--- config.mk ---
export PLATFORM = sky130hd
export DESIGN_NAME = flat_json_string_value_extractor
export DESIGN_NICKNAME = d
export VERILOG_FILES = /design/src/rtl/core/fjsve_pkg.sv /design/src/rtl/core/fjsve_front.sv /design/src/rtl/core/fjsve_queue.sv /design/src/rtl/core/fjsve_back.sv /design/src/rtl/core/flat_json_string_value_extractor.sv
export SDC_FILE = /design/constraint.sdc
export NUM_CORES = 1
export LEC_CHECK = 0
export CELL_PAD_IN_SITES_DETAIL_PLACEMENT = 0
export CELL_PAD_IN_SITES_GLOBAL_PLACEMENT = 2
export CORE_UTILIZATION = 35
export DETAILED_ROUTE_END_ITERATION = 12
export DONT_BUFFER_PORTS = 1
export PLACE_DENSITY = 0.7
export RECOVER_POWER = 100
export SETUP_SLACK_MARGIN = 0.02
export SLEW_MARGIN = 25
export SYNTH_ARGS = -nofsm -noshare
export SYNTH_HDL_FRONTEND = slang
export SYNTH_SLANG_ARGS = --single-unit
--- constraint.sdc ---
create_clock -name clock -period 3.4 [get_ports clock]
set_input_delay 0.68 -clock clock [delete_from_list [all_inputs] [get_ports clock]]
set_output_delay 0.68 -clock clock [all_outputs]
set_load 0.1 [all_outputs]
--- src/rtl/core/fjsve_pkg.sv ---
package fjsve_pkg;

   // Width of the value counter; it saturates at all ones.
   localparam int INDEX_BITS = 16;
   localparam int INDEX_OUT_BITS = 16;

   localparam int QUEUE_DEPTH = 4;
   localparam int QUEUE_PTR_BITS = $clog2(QUEUE_DEPTH);
   localparam int QUEUE_CNT_BITS = QUEUE_PTR_BITS + 1;

   localparam logic [7:0] CH_NUL = 8'h00;
   localparam logic [7:0] CH_QUOTE = 8'h22;
   localparam logic [7:0] CH_BSLASH = 8'h5C;
   localparam logic [7:0] CH_COLON = 8'h3A;
   localparam logic [7:0] CH_LOWER_N = 8'h6E;
   localparam logic [7:0] CH_LOWER_R = 8'h72;
   localparam logic [7:0] CH_LF = 8'h0A;
   localparam logic [7:0] CH_CR = 8'h0D;
   localparam logic [7:0] CH_TAB = 8'h09;
   localparam logic [7:0] CH_SPACE = 8'h20;

   typedef enum logic [1:0] {
      KIND_BYTE    = 2'd0,
      KIND_CLOSE   = 2'd1,
      KIND_ABANDON = 2'd2,
      KIND_DONE    = 2'd3
   } kind_type;

   typedef struct packed {
      kind_type                    kind;
      logic [7:0]                  value_byte;
      logic [INDEX_OUT_BITS-1:0]   value_index;
      logic                        last;
   } result_type;

   // One queue entry holds every result that a single input byte causes.
   typedef struct packed {
      logic       two;
      result_type first;
      result_type second;
   } entry_type;

   function automatic logic is_space(input logic [7:0] c);
      return (c == CH_SPACE) || ((c >= CH_TAB) && (c <= CH_CR));
   endfunction

endpackage

--- src/rtl/core/fjsve_front.sv ---
module fjsve_front
   import fjsve_pkg::*;
(
   input  logic       clock,
   input  logic       reset,
   input  logic       req_valid,
   output logic       req_stall,
   input  logic [7:0] req_text_byte,
   input  logic       req_end_of_text,
   input  logic       queue_full,
   output logic       push,
   output entry_type  push_entry
);

   typedef enum logic [4:0] {
      PH_SCAN        = 5'b00001,
      PH_KEY         = 5'b00010,
      PH_AFTER_KEY   = 5'b00100,
      PH_AFTER_COLON = 5'b01000,
      PH_VALUE       = 5'b10000
   } phase_type;

   phase_type             phase_ff, phase_in;
   logic [7:0]            prev_ff, prev_in;
   logic                  esc_ff, esc_in;
   logic [INDEX_BITS-1:0] count_ff, count_in;

   logic       accept;
   logic       ends;
   logic       emit;
   result_type emit_res;
   logic       prev_is_bslash;

   assign req_stall = queue_full;
   assign accept = req_valid && !req_stall;
   assign ends = req_end_of_text || (req_text_byte == CH_NUL);
   assign prev_is_bslash = (prev_ff == CH_BSLASH);

   always_comb begin
      phase_in = phase_ff;
      prev_in = prev_ff;
      esc_in = esc_ff;
      count_in = count_ff;
      emit = 1'b0;
      emit_res.kind = KIND_BYTE;
      emit_res.value_byte = req_text_byte;
      emit_res.value_index = INDEX_OUT_BITS'(count_ff);
      emit_res.last = 1'b0;

      if (req_text_byte != CH_NUL) begin
         prev_in = req_text_byte;
         unique case (phase_ff)
            PH_KEY: begin
               if (req_text_byte == CH_QUOTE && !prev_is_bslash) begin
                  phase_in = PH_AFTER_KEY;
               end
            end
            PH_AFTER_KEY: begin
               if (!is_space(req_text_byte)) begin
                  if (req_text_byte == CH_COLON) begin
                     phase_in = PH_AFTER_COLON;
                  end else if (req_text_byte == CH_QUOTE) begin
                     phase_in = PH_KEY;
                  end else begin
                     phase_in = PH_SCAN;
                  end
               end
            end
            PH_AFTER_COLON: begin
               if (!is_space(req_text_byte)) begin
                  if (req_text_byte == CH_QUOTE) begin
                     phase_in = PH_VALUE;
                     esc_in = 1'b0;
                  end else begin
                     phase_in = PH_SCAN;
                  end
               end
            end
            PH_VALUE: begin
               if (esc_ff) begin
                  emit = 1'b1;
                  if (req_text_byte == CH_LOWER_N) begin
                     emit_res.value_byte = CH_LF;
                  end else if (req_text_byte == CH_LOWER_R) begin
                     emit_res.value_byte = CH_CR;
                  end
                  esc_in = 1'b0;
               end else if (req_text_byte == CH_QUOTE && !prev_is_bslash) begin
                  emit = 1'b1;
                  emit_res.kind = KIND_CLOSE;
                  emit_res.value_byte = 8'h00;
                  if (count_ff != '1) begin
                     count_in = count_ff + 1'b1;
                  end
                  phase_in = PH_SCAN;
               end else if (req_text_byte == CH_BSLASH) begin
                  esc_in = 1'b1;
               end else begin
                  emit = 1'b1;
               end
            end
            default: begin
               phase_in = (req_text_byte == CH_QUOTE) ? PH_KEY : PH_SCAN;
            end
         endcase
      end

      push_entry.two = 1'b0;
      push_entry.first = emit_res;
      push_entry.first.last = 1'b1;
      push_entry.second.kind = KIND_DONE;
      push_entry.second.value_byte = 8'h00;
      push_entry.second.value_index = INDEX_OUT_BITS'(count_in);
      push_entry.second.last = 1'b1;
      push = accept && emit;

      if (ends) begin
         push = accept;
         if (phase_in == PH_VALUE) begin
            // The open value is dropped along with any byte of this beat.
            push_entry.two = 1'b1;
            push_entry.first.kind = KIND_ABANDON;
            push_entry.first.value_byte = 8'h00;
            push_entry.first.value_index = INDEX_OUT_BITS'(count_in);
            push_entry.first.last = 1'b0;
         end else if (emit) begin
            push_entry.two = 1'b1;
            push_entry.first.last = 1'b0;
         end else begin
            push_entry.first = push_entry.second;
         end
         phase_in = PH_SCAN;
         prev_in = 8'h00;
         esc_in = 1'b0;
         count_in = '0;
      end
   end

   always_ff @(posedge clock) begin
      if (reset) begin
         phase_ff <= PH_SCAN;
         prev_ff <= 8'h00;
         esc_ff <= 1'b0;
         count_ff <= '0;
      end else if (accept) begin
         phase_ff <= phase_in;
         prev_ff <= prev_in;
         esc_ff <= esc_in;
         count_ff <= count_in;
      end
   end

endmodule

--- src/rtl/core/fjsve_queue.sv ---
module fjsve_queue
   import fjsve_pkg::*;
(
   input  logic      clock,
   input  logic      reset,
   input  logic      push,
   input  entry_type push_entry,
   input  logic      pop,
   output logic      full,
   output logic      empty,
   output entry_type head
);

   entry_type                 mem_ff [QUEUE_DEPTH];
   logic [QUEUE_PTR_BITS-1:0] wr_ptr_ff, wr_ptr_in;
   logic [QUEUE_PTR_BITS-1:0] rd_ptr_ff, rd_ptr_in;
   logic [QUEUE_CNT_BITS-1:0] cnt_ff, cnt_in;
   logic                      do_pop;

   assign full = (cnt_ff == QUEUE_CNT_BITS'(QUEUE_DEPTH));
   assign empty = (cnt_ff == '0);
   assign head = mem_ff[rd_ptr_ff];
   assign do_pop = pop && !empty;

   always_comb begin
      wr_ptr_in = push ? wr_ptr_ff + 1'b1 : wr_ptr_ff;
      rd_ptr_in = do_pop ? rd_ptr_ff + 1'b1 : rd_ptr_ff;
      cnt_in = cnt_ff;
      if (push && !do_pop) begin
         cnt_in = cnt_ff + 1'b1;
      end else if (!push && do_pop) begin
         cnt_in = cnt_ff - 1'b1;
      end
   end

   always_ff @(posedge clock) begin
      if (push) begin
         mem_ff[wr_ptr_ff] <= push_entry;
      end
   end

   always_ff @(posedge clock) begin
      if (reset) begin
         wr_ptr_ff <= '0;
         rd_ptr_ff <= '0;
         cnt_ff <= '0;
      end else begin
         wr_ptr_ff <= wr_ptr_in;
         rd_ptr_ff <= rd_ptr_in;
         cnt_ff <= cnt_in;
      end
   end

endmodule

--- src/rtl/core/fjsve_back.sv ---
module fjsve_back
   import fjsve_pkg::*;
(
   input  logic                      clock,
   input  logic                      reset,
   input  logic                      queue_empty,
   input  entry_type                 head,
   output logic                      pop,
   output logic                      rsp_valid,
   input  logic                      rsp_stall,
   output logic [1:0]                rsp_kind,
   output logic [7:0]                rsp_value_byte,
   output logic [INDEX_OUT_BITS-1:0] rsp_value_index,
   output logic                      rsp_last
);

   logic       valid_ff, valid_in;
   logic       sel_ff, sel_in;
   result_type res_ff, res_in;
   logic       load;

   // The output register may take a new beat when empty or being taken.
   assign load = !valid_ff || !rsp_stall;

   always_comb begin
      valid_in = valid_ff;
      sel_in = sel_ff;
      res_in = res_ff;
      pop = 1'b0;
      if (load) begin
         valid_in = !queue_empty;
         if (!queue_empty) begin
            res_in = sel_ff ? head.second : head.first;
            if (sel_ff || !head.two) begin
               pop = 1'b1;
               sel_in = 1'b0;
            end else begin
               sel_in = 1'b1;
            end
         end
      end
   end

   always_ff @(posedge clock) begin
      if (reset) begin
         valid_ff <= 1'b0;
         sel_ff <= 1'b0;
      end else begin
         valid_ff <= valid_in;
         sel_ff <= sel_in;
      end
   end

   always_ff @(posedge clock) begin
      res_ff <= res_in;
   end

   assign rsp_valid = valid_ff;
   assign rsp_kind = res_ff.kind;
   assign rsp_value_byte = res_ff.value_byte;
   assign rsp_value_index = res_ff.value_index;
   assign rsp_last = res_ff.last;

endmodule

--- src/rtl/core/flat_json_string_value_extractor.sv ---
// A result beat is written into the queue and then into the output register before it is
// valid; a stall at the output can hold it in the queue.
// Throughput: one input byte per cycle while the queue is not full; the parser updates its phase on each accepted byte.
// A byte that ends the text inside a value, or that closes a value and ends the text, yields two beats,
// and the output side then sends them one after the other, absorbed by a four-entry queue.
// Reset (synchronous, active high) returns the parser to scanning and empties the queue.
module flat_json_string_value_extractor
   import fjsve_pkg::*;
(
   input  logic                      clock,
   input  logic                      reset,
   input  logic                      req_valid,
   output logic                      req_stall,
   input  logic [7:0]                req_text_byte,
   input  logic                      req_end_of_text,
   output logic                      rsp_valid,
   input  logic                      rsp_stall,
   output logic [1:0]                rsp_kind,
   output logic [7:0]                rsp_value_byte,
   output logic [INDEX_OUT_BITS-1:0] rsp_value_index,
   output logic                      rsp_last
);

   logic      queue_full;
   logic      queue_empty;
   logic      push;
   logic      pop;
   entry_type push_entry;
   entry_type head;

   fjsve_front u_front (
      .clock           (clock),
      .reset           (reset),
      .req_valid       (req_valid),
      .req_stall       (req_stall),
      .req_text_byte   (req_text_byte),
      .req_end_of_text (req_end_of_text),
      .queue_full      (queue_full),
      .push            (push),
      .push_entry      (push_entry)
   );

   fjsve_queue u_queue (
      .clock      (clock),
      .reset      (reset),
      .push       (push),
      .push_entry (push_entry),
      .pop        (pop),
      .full       (queue_full),
      .empty      (queue_empty),
      .head       (head)
   );

   fjsve_back u_back (
      .clock           (clock),
      .reset           (reset),
      .queue_empty     (queue_empty),
      .head            (head),
      .pop             (pop),
      .rsp_valid       (rsp_valid),
      .rsp_stall       (rsp_stall),
      .rsp_kind        (rsp_kind),
      .rsp_value_byte  (rsp_value_byte),
      .rsp_value_index (rsp_value_index),
      .rsp_last        (rsp_last)
   );

endmodule

==> out/results.txt, run 1 <==
Vias in the first global route - 6270
Crit path buf inv count - 3
RSZ-0062 raised after global routing - no
Hold-fix buffers at CTS - 0
Net count, final - 750
Min-Delay Path Class - in -> reg
I/O Buffers - 0
Post-CTS Setup Bufs - 0
Critical Path AT - 3.38 ns
Yosys top cell by area - edfxtp_1
Slew Limit Headroom - -29.11%
WL final - 23.19 mm
Max rail drop VDD - 0.4761 mV
Async SR Flop Fraction - 0%
CP max stage delay - 0.57 ns
Kind of critical path - reg -> reg
Synth area leaders - edfxtp_1 59%, mux4_2 9.6%, dfxtp_1 7.9%
First-pass GRT wire length - 36.51 mm
Layout area overhead - 12.73%
Total grt overflow - 0
Synth Warn # - 0
Synth top cells by count - 203 x edfxtp_1, 78 x nand2_1, 44 x mux4_2
CTS tree - done
Slowest-stage cell, CP - or4b_4
Initial cell density of the core - 35.77%
Clk_lat worst skew - 0.52 ns
Final hold slack - 0.2315 ns
N_diodes - 0
Fin util - 40.33%
Die width - 174.0 um
Die H - 174.0 um
TritonCTS Buffers - 27
Clock sink count - 244
Total Neg Setup Slack - 0 ns
Die ar. - 30270 um^2
Power per cell area - 803.8 nW/um^2
Layout cells sized above 1 - 16.15%
Violated checks - max-capacitance violations, max-slew violations
Root Buffer - clkbuf_16
Crit-path most repeated cell - clkbuf_1
Post-DP HPWL - 14.72 mm
F_max - 318.4 MHz
Largest net degree at the start of global routing - 45
Post-synthesis cell type count - 68
Final Setup Violations - 0
Placer Congestion - 0.8353
Status - complete, but fails checks
Critical Path Start Type - register
CP Capture Type - register
CTS Buffer Depth - 3
FF+latch count, synth - 244
Clock Skews - 0.01485 ns
Vias per inst - 5.260
Final hold vios - 0
Routed wire length per instance - 20.47 um
Slew @ Worst Pin - 1.937 ns
Lkg Pwr - 3.880 nW
Syn avg cell area - 14.30 um^2
Core area - 28940 um^2
Tmin final - 3.140 ns
Number of H-tree levels - 1
Via count - 5960
Top-count cell post-synth - edfxtp_1
DRC - 0
Delay-heaviest family, CP - buffers and inverters
Top FF cell, synth - edfxtp_1
Synthesized cell area - 10350 um^2
WP data required - 3.64 ns
FP Rows - 62
Post-synth EDFFs - 203
Fill count - 2653
Fin crit share - 92.37%
Post-Syn Nets - 744
CP Max Fanout - 10
Post-CTS sizing - 0
Max-cap check violation count - 2
Clock Pin Slew Worst Setup and Hold Paths - 0.06 ns
Fin. max-slew vios - 73
Initial DRC Count - 379
Post-route ant nets - 0
DRT Pass-1 Iters - 5
Sequential fraction of the synthesis area - 66.82%
GRT Total Usage - 15.64%
Antenna violations before repair - 0
Crit-path cells - or4b_4, or2_0, clkbuf_1, a211oi_2, clkbuf_1, clkbuf_1, mux2_1
Mapped Cells - 724
# IOs - 42
Synth top area share - 58.89%
==> worst reg2reg max path, cell delays in order, from the launching register on <==
cell and delay, ns:
dfxtp_1 0.39, or4b_4 0.57, or2_0 0.33, clkbuf_1 0.23, a211oi_2 0.17, clkbuf_1 0.29
clkbuf_1 0.44, mux2_1 0.45
==> registers in the layout, summed over array words and instances (netlist names), named ones only <==
register / cells
u_front.prev_ff: 8
u_queue.rd_ptr_ff: 2
u_queue.mem_ff: 176
u_back.rsp_last: 1
u_queue.wr_ptr_ff: 2
u_front.esc_ff: 1
u_back.sel_ff: 1
u_back.rsp_value_index: 16
u_front.phase_ff: 5
u_queue.cnt_ff: 3
u_back.rsp_valid: 1
u_back.rsp_kind: 2
u_front.count_ff: 16
u_back.rsp_value_byte: 8
==> area by class of cell <==
cell class / instances / area [um^2] / share of cell area, %
well taps: 384 / 480.5 / 4.118
repair buffers: 29 / 171.4 / 1.469
flip-flops and latches: 244 / 6918 / 59.29
clock inverters: 17 / 217.7 / 1.866
clock buffers: 31 / 690.7 / 5.919
multi-input cells: 408 / 3115 / 26.70
inverters: 20 / 75.07 / 0.6434
==> final timing paths <==
check	startpoint	cells past startpoint	end	slack [ns]
max	u_front.phase_ff[1]	7	u_queue.mem_ff[0][1]	0.26
min	reset	1	u_front.count_ff[8]	0.23
max reg2reg	u_front.phase_ff[1]	7	u_queue.mem_ff[0][1]	0.26
min reg2reg	u_front.prev_ff[3]	2	u_front.prev_ff[3]	0.48
==> placed cells by master (no fill, tap or decap), types with 4 or more instances in the layout <==
cell       synthesis  layout
edfxtp_1         203     203
nand2_1           78      78
mux4_2            44      44
nor2_1            42      42
dfxtp_1           41      40
a21oi_1           36      36
clkbuf_16          0      27
o21ai_0           25      25
nand3_1           21      21
inv_1             20      20
buf_4              1      15
nor3_1            14      14
a31oi_1           13      13
clkbuf_1          41      13
xnor2_1           10      10
and2_1            10       8
and3_1            11       7
or3_1              6       6
xor2_1             6       6
ha_1               6       6
clkinv_2           0       6
nand2b_1           5       5
bufinv_16          0       5
or2_2              4       4
nand4_1            4       4
nor4_1             4       4
o2111ai_1          3       4
o22ai_1            4       4
and3_2             0       4
clkbuf_2           0       4
==> per-stage QoR <==
step	std cells	total power [mW]	setup WS (ns)	cell area [um^2]
global placement	1085	6.511	0.3087	10890
finish	1133	9.380	0.2595	11670
floorplan	724	6.097	0.02168	10370
detailed placement	1085	6.549	0.1854	10890
CTS	1133	9.547	0.3273	11790
global route	1133	9.782	0.06911	11670
==> routing by layer <==
metal	vias to the layer above	track usage [%]	wire [um]
met5	-	0	0
met4	0	5.227	557
met3	34	2.165	824
met2	120	26.25	11400
met1	3029	20.88	10410
li1	2777	-	-
==> kinds of logic (layout without fill, tap and decap cells) <==
group                    count (synthesis)  after routing  share of synthesized area [%]
XOR/XNOR                                16             16                          1.354
flip-flops                             244            244                          66.82
multiplexers                            48             48                          9.996
AND/OR/NAND/NOR                        223            223                          10.79
AO/OA/AOI/OAI                          114            114                          7.265
buffers and inverters                   72             97                          2.853
adder cells (fa/ha/maj)                  7              7                         0.9186
==> power breakdown <==
group,internal (mW),switching [mW]
combinational,0.562,0.865
sequential,3.67,1.31
clock,1.83,1.14
total,6.07,3.31
Power figures use the tool's default switching activity.
==> run 2, diff against run 1 <==
--- a/config.mk
+++ b/config.mk
@@ -7,10 +7,11 @@
 export LEC_CHECK = 0
 export CELL_PAD_IN_SITES_DETAIL_PLACEMENT = 0
 export CELL_PAD_IN_SITES_GLOBAL_PLACEMENT = 2
-export CORE_UTILIZATION = 35
+export CORE_UTILIZATION = 43
+export CTS_BUF_LIST = sky130_fd_sc_hd__clkbuf_8
 export DETAILED_ROUTE_END_ITERATION = 12
 export DONT_BUFFER_PORTS = 1
-export PLACE_DENSITY = 0.7
+export PLACE_DENSITY = 0.82
 export RECOVER_POWER = 100
 export SETUP_SLACK_MARGIN = 0.02
 export SLEW_MARGIN = 25
==> out/results.txt, run 2 (synthesis gave the netlist of run 1 again) <==
FF/Latch Area - 6918 um^2
Min-Delay Path Class - in -> reg
Violated checks - max-capacitance violations, max-slew violations
Reg-to-Reg Start - u_front.phase_ff[1]
Area post-placement - 10790 um^2
R2r worst-path depth - 6
Layout area overhead - 10.94%
Slew Limit Headroom - -24.93%
CTS tree - done
Routed wire length per instance - 20.39 um
Slew @ Worst Pin - 1.874 ns
Clk_lat worst skew - 0.54 ns
Fill count - 2103
Worst slack, placed - 0.2487 ns
FP Rows - 56
I/O Buffers - 0
Final non-filler cell total - 1094
Die width - 157.2 um
CP max stage delay - 0.80 ns
Final hold vios - 0
Die H - 157.2 um
Crit-path cells - or4b_4, or2_0, nor3_1, nand2_4, or4_1, a21oi_1
Initial cell density of the core - 43.97%
Clock sink count - 244
Delay-heaviest family, CP - simple AND/OR/NAND/NOR gates
RSZ-0062 raised after global routing - no
Critical Path Start Type - register
Hold Crit Start - reset
Fin. max-slew vios - 73
Status - complete, but fails checks
Post-layout instance area - 11480 um^2
GRT Total Usage - 18.93%
Die ar. - 24700 um^2
Crit path buf inv count - 0
Antenna violations before repair - 0
Area occupied by multi-input gates - 3110 um^2
Initial DRC Count - 416
Highest-count cells in the layout ignoring fill and taps - 203 x edfxtp_1, 78 x nand2_1, 45 x clkbuf_8
Root Buffer - clkbuf_8
Tmin final - 3.098 ns
Setup slack after layout - 0.3024 ns
TritonCTS Buffers - 42
Final Setup Violations - 0
WL final - 22.31 mm
Critical Path AT - 3.57 ns
Lkg Pwr - 3.902 nW
F_max - 322.8 MHz
Hold Path Depth - 1
# IOs - 42
Via count - 6047
DRT Pass-1 Iters - 5
Fin crit share - 91.11%
Post-DP HPWL - 13.70 mm
Net count, final - 763
CP Capture Type - register
Kind of critical path - reg -> reg
Hold Path End - u_front.count_ff[8]
Largest net degree at the start of global routing - 45
Dpl cells - 1018
Post-route ant nets - 0
DRC - 0
Vias in the first global route - 6294
Clock Pin Slew Worst Setup and Hold Paths - 0.06 ns
Placer Congestion - 0.8714
Number of H-tree levels - 2
First-pass GRT wire length - 35.00 mm
CTS Buffer Depth - 3
Post-CTS Setup Bufs - 0
CP Max Fanout - 9
Total Neg Setup Slack - 0 ns
N_diodes - 0
Layout cells sized above 1 - 16.77%
WP data required - 3.87 ns
Power per cell area - 775.8 nW/um^2
Max-cap check violation count - 2
Most common cell after layout, fill and taps aside - edfxtp_1
Critical R2R Capture - u_front.count_ff[7]
Max reg flops - 176
Max rail drop VDD - 0.4161 mV
Worst R2R Setup Slack - 0.30 ns
Total grt overflow - 0
Vias per inst - 5.527
Slowest-stage cell, CP - nor3_1
Register with the most flip-flops - u_queue.mem_ff
Crit path from - u_front.phase_ff[1]
Clock Skews - 0.01960 ns
Core area - 23540 um^2
run 2: cell count changes in the layout (fill, tap and decap cells not counted), sizes merged:
cell,previous run,this run
clkbuf,44,58
inv,21,44
clkinv,11,4
bufinv,5,2
clkinvlp,0,1
buf,16,14
run 2: through the flow:
stage	util [%]	hold WS [ns]	power [mW]
floorplan	-	0.4366	6.097
global placement	45.83	0.4635	6.486
detailed placement	45.83	0.4720	6.525
CTS	49.28	0.1797	9.054
global route	48.78	0.1763	9.311
finish	48.78	0.2184	8.909
run 2: final cells by class:
type	count	area share, %
clock inverter	31	1.678
clock buffer	45	5.393
inverter	20	0.6537
multi-input combinational	408	27.09
timing repair buffer	27	1.471
sequential	244	60.24
tap	319	3.476
run 2: worst register-to-register path, cell delays in order (launching register included):
cell and delay [ns]:
dfxtp_1 0.39, or4b_4 0.58, or2_0 0.39, nor3_1 0.80
nand2_4 0.19, or4_1 0.54, a21oi_1 0.15
run 2: how the worst max path moves through the flow:
stage,depth (start not counted),slack (ns),endpoint
5_1_grt,10,0.10,u_queue.cnt_ff[2]
3_5_place_dp,7,0.25,u_queue.mem_ff[3][38]
6_report,6,0.30,u_front.count_ff[7]
4_1_cts,7,0.28,u_queue.mem_ff[0][38]
2_1_floorplan,11,0.02,u_queue.cnt_ff[2]
3_3_place_gp,10,0.37,u_queue.cnt_ff[2]
run 2: what timing repair did:
action                                 4_1_cts  5_1_grt
setup endpoints to repair                    0        4
hold buffers                                 0        0
gates resized for setup                      0        1
endpoints found under the hold margin        0        0
run 2: power breakdown:
| part | switching (mW) | total, mW | leakage, nW | internal, mW |
|---|---|---|---|---|
| registers | 1.31 | 4.98 | 2.23 | 3.67 |
| clock network | 1.13 | 2.51 | 0.492 | 1.38 |
| logic | 0.851 | 1.41 | 1.18 | 0.562 |
| total | 3.30 | 8.91 | 3.90 | 5.61 |
run 2: layer usage:
| layer | up-vias | global-route usage [%] | routed length, um |
|---|---|---|---|
| li1 | 2808 | - | - |
| met1 | 3064 | 24.84 | 9923 |
| met2 | 135 | 31.66 | 11030 |
| met3 | 40 | 3.497 | 967 |
| met4 | 0 | 6.565 | 387 |
| met5 | - | 0 | 0 |
==> run 3, diff against run 2 <==
--- a/config.mk
+++ b/config.mk
@@ -7,14 +7,15 @@
 export LEC_CHECK = 0
 export CELL_PAD_IN_SITES_DETAIL_PLACEMENT = 0
 export CELL_PAD_IN_SITES_GLOBAL_PLACEMENT = 2
-export CORE_UTILIZATION = 43
+export CORE_UTILIZATION = 45
 export CTS_BUF_LIST = sky130_fd_sc_hd__clkbuf_8
 export DETAILED_ROUTE_END_ITERATION = 12
 export DONT_BUFFER_PORTS = 1
-export PLACE_DENSITY = 0.82
+export PLACE_DENSITY = 0.83
 export RECOVER_POWER = 100
 export SETUP_SLACK_MARGIN = 0.02
 export SLEW_MARGIN = 25
 export SYNTH_ARGS = -nofsm -noshare
 export SYNTH_HDL_FRONTEND = slang
+export SYNTH_HIERARCHICAL = 1
 export SYNTH_SLANG_ARGS = --single-unit
==> out/results.txt, run 3 <==
CP Capture Type - output port
FP Rows - 59
Post-synthesis cell type count - 68
Synth top area share - 60.84%
Routed wire length per instance - 20.64 um
Mapped Cells - 743
Total Neg Setup Slack - 0 ns
Max-cap check violation count - 2
Core area - 26280 um^2
Highest-count cells in the layout ignoring fill and taps - 247 x edfxtp_1, 53 x clkbuf_8, 50 x mux4_2
Synthesized cell area - 12190 um^2
Min-Delay Path Class - in -> reg
Tmin final - 3.155 ns
Synth area leaders - edfxtp_1 61%, mux4_2 9.2%, dfxtp_1 6.7%
Total grt overflow - 0
Hold-fix buffers at CTS - 0
Async SR Flop Fraction - 0%
Critical Path Start Type - register
Die width - 166.6 um
Post-CTS sizing - 0
N_diodes - 0
Synth top cells by count - 247 x edfxtp_1, 50 x mux4_2, 41 x dfxtp_1
TritonCTS Buffers - 48
WL final - 23.34 mm
Power per cell area - 759.1 nW/um^2
Sequential fraction of the synthesis area - 67.58%
Layout cells sized above 1 - 20.48%
WP data required - 2.72 ns
Initial cell density of the core - 46.39%
CTS tree - done
Vias per inst - 5.692
Max rail drop VDD - 0.4248 mV
Post-route ant nets - 0
Die ar. - 27750 um^2
Largest net degree at the start of global routing - 56
Most common cell after layout, fill and taps aside - edfxtp_1
Fin crit share - 92.79%
GRT Total Usage - 17.36%
I/O Buffers - 0
First-pass GRT wire length - 37.23 mm
Violated checks - design-rule violations, max-capacitance violations, max-slew violations
Setup slack after layout - 0.2452 ns
Yosys top cell by area - edfxtp_1
Synth Warn # - 6
CTS Buffer Depth - 3
Clock Pin Slew Worst Setup and Hold Paths - 0.05 ns
Final hold vios - 0
Top FF cell, synth - edfxtp_1
Post-DP HPWL - 14.14 mm
Root Buffer - clkbuf_8
Clk_lat worst skew - 0.55 ns
Final Setup Violations - 0
Number of H-tree levels - 2
Die H - 166.6 um
Critical Path AT - 2.47 ns
# IOs - 42
Placer Congestion - 0.8782
CP Max Fanout - 6
Fin. max-slew vios - 84
Clock sink count - 288
Fill count - 2176
F_max - 317.0 MHz
DRT Pass-1 Iters - 9
Syn avg cell area - 16.41 um^2
Slew Limit Headroom - -15.31%
Status - complete, but fails checks
Clock Skews - 0.02531 ns
Slew @ Worst Pin - 1.730 ns
Kind of critical path - reg -> out
Net count, final - 778
DRC - 4
FF+latch count, synth - 288
Via count - 6438
RSZ-0062 raised after global routing - no
Final hold slack - 0.2133 ns
Top-count cell post-synth - edfxtp_1
Post-synth EDFFs - 247
Layout area overhead - 8.848%
Max reg flops - 220
Post-CTS Setup Bufs - 0
Initial DRC Count - 460
Lkg Pwr - 4.345 nW
Antenna violations before repair - 1
Vias in the first global route - 6740
Worst slack, placed - 0.1639 ns
Register with the most flip-flops - u_queue/mem_ff
-- run 3: cell types whose count changed after synthesis, moves of 7 or more --
cell      before  now
o21ai_0       25   11
clkbuf_1      41   29
buf_2          5   13
buf_4          1   12
mux2_2         3   29
a21oi_1       36   24
edfxtp_1     203  247
o311ai_0       0    7
inv_1         20    9
nand2_1       78   37
nor2_1        42   33
-- run 3: area by class of cell --
cell class | count | area (um^2) | area share [%]
clock inverter | 35 | 196.4 | 1.480
timing repair buffer | 22 | 152.6 | 1.150
tap | 335 | 419.2 | 3.159
clock buffer | 53 | 729.5 | 5.497
multi-input combinational | 389 | 3496 | 26.35
sequential | 288 | 8242 | 62.11
inverter | 9 | 33.78 | 0.2546
-- run 3: report_power, final --
group	internal (mW)	switching [mW]
clock	1.58	1.30
combinational	0.653	0.832
sequential	4.32	1.39
total	6.55	3.52
-- run 3: final timing paths --
check / startpoint / endpoint / slack [ns] / cells past startpoint
worst max register to register: u_front/phase_ff[3] / u_queue/mem_ff[2][52] / 0.32 / 6
worst max-delay path: u_queue/cnt_ff[2] / req_stall / 0.25 / 2
worst min register to register: u_front/prev_ff[7] / u_front/prev_ff[7] / 0.46 / 2
worst min-delay path: reset / u_back/rsp_valid / 0.21 / 1
-- run 3: routing by layer --
metal | global-route usage, % | part of all wire (%) | vias up
met4 | 6.683 | 2.6 | 0
met1 | 22.81 | 44 | 3266
li1 | - | - | 2956
met3 | 3.517 | 5.1 | 43
met5 | 0 | 0 | -
met2 | 28.53 | 48 | 173
-- run 3: logic make-up (layout without fill, tap and decap cells) --
kind of cell / count (synthesis) / after routing / synth area share (%)
flip-flops: 288 / 288 / 67.58
buffers and inverters: 75 / 119 / 3.736
XOR/XNOR: 17 / 17 / 1.221
AND/OR/NAND/NOR: 176 / 176 / 7.985
adder cells (fa/ha/maj): 7 / 7 / 0.7800
AO/OA/AOI/OAI: 91 / 91 / 5.399
multiplexers: 87 / 87 / 13.24
other: 2 / 11 / 0.06161
-- run 3: critical path, stage by stage, from the launching register on --
cell and delay, ns:
dfxtp_1 0.39, nor3b_1 0.60, clkbuf_1 0.95
-- run 3: per-stage QoR --
stage	area, um^2	utilization [%]	power [mW]	cells
final	13270	50.49	10.07	1131
after global routing	13270	50.49	10.49	1131
after CTS	13420	51.07	10.26	1131
after detailed placement	12500	47.55	7.353	1043
after global placement	12500	47.55	7.320	1043
after floorplan	12230	-	7.010	752
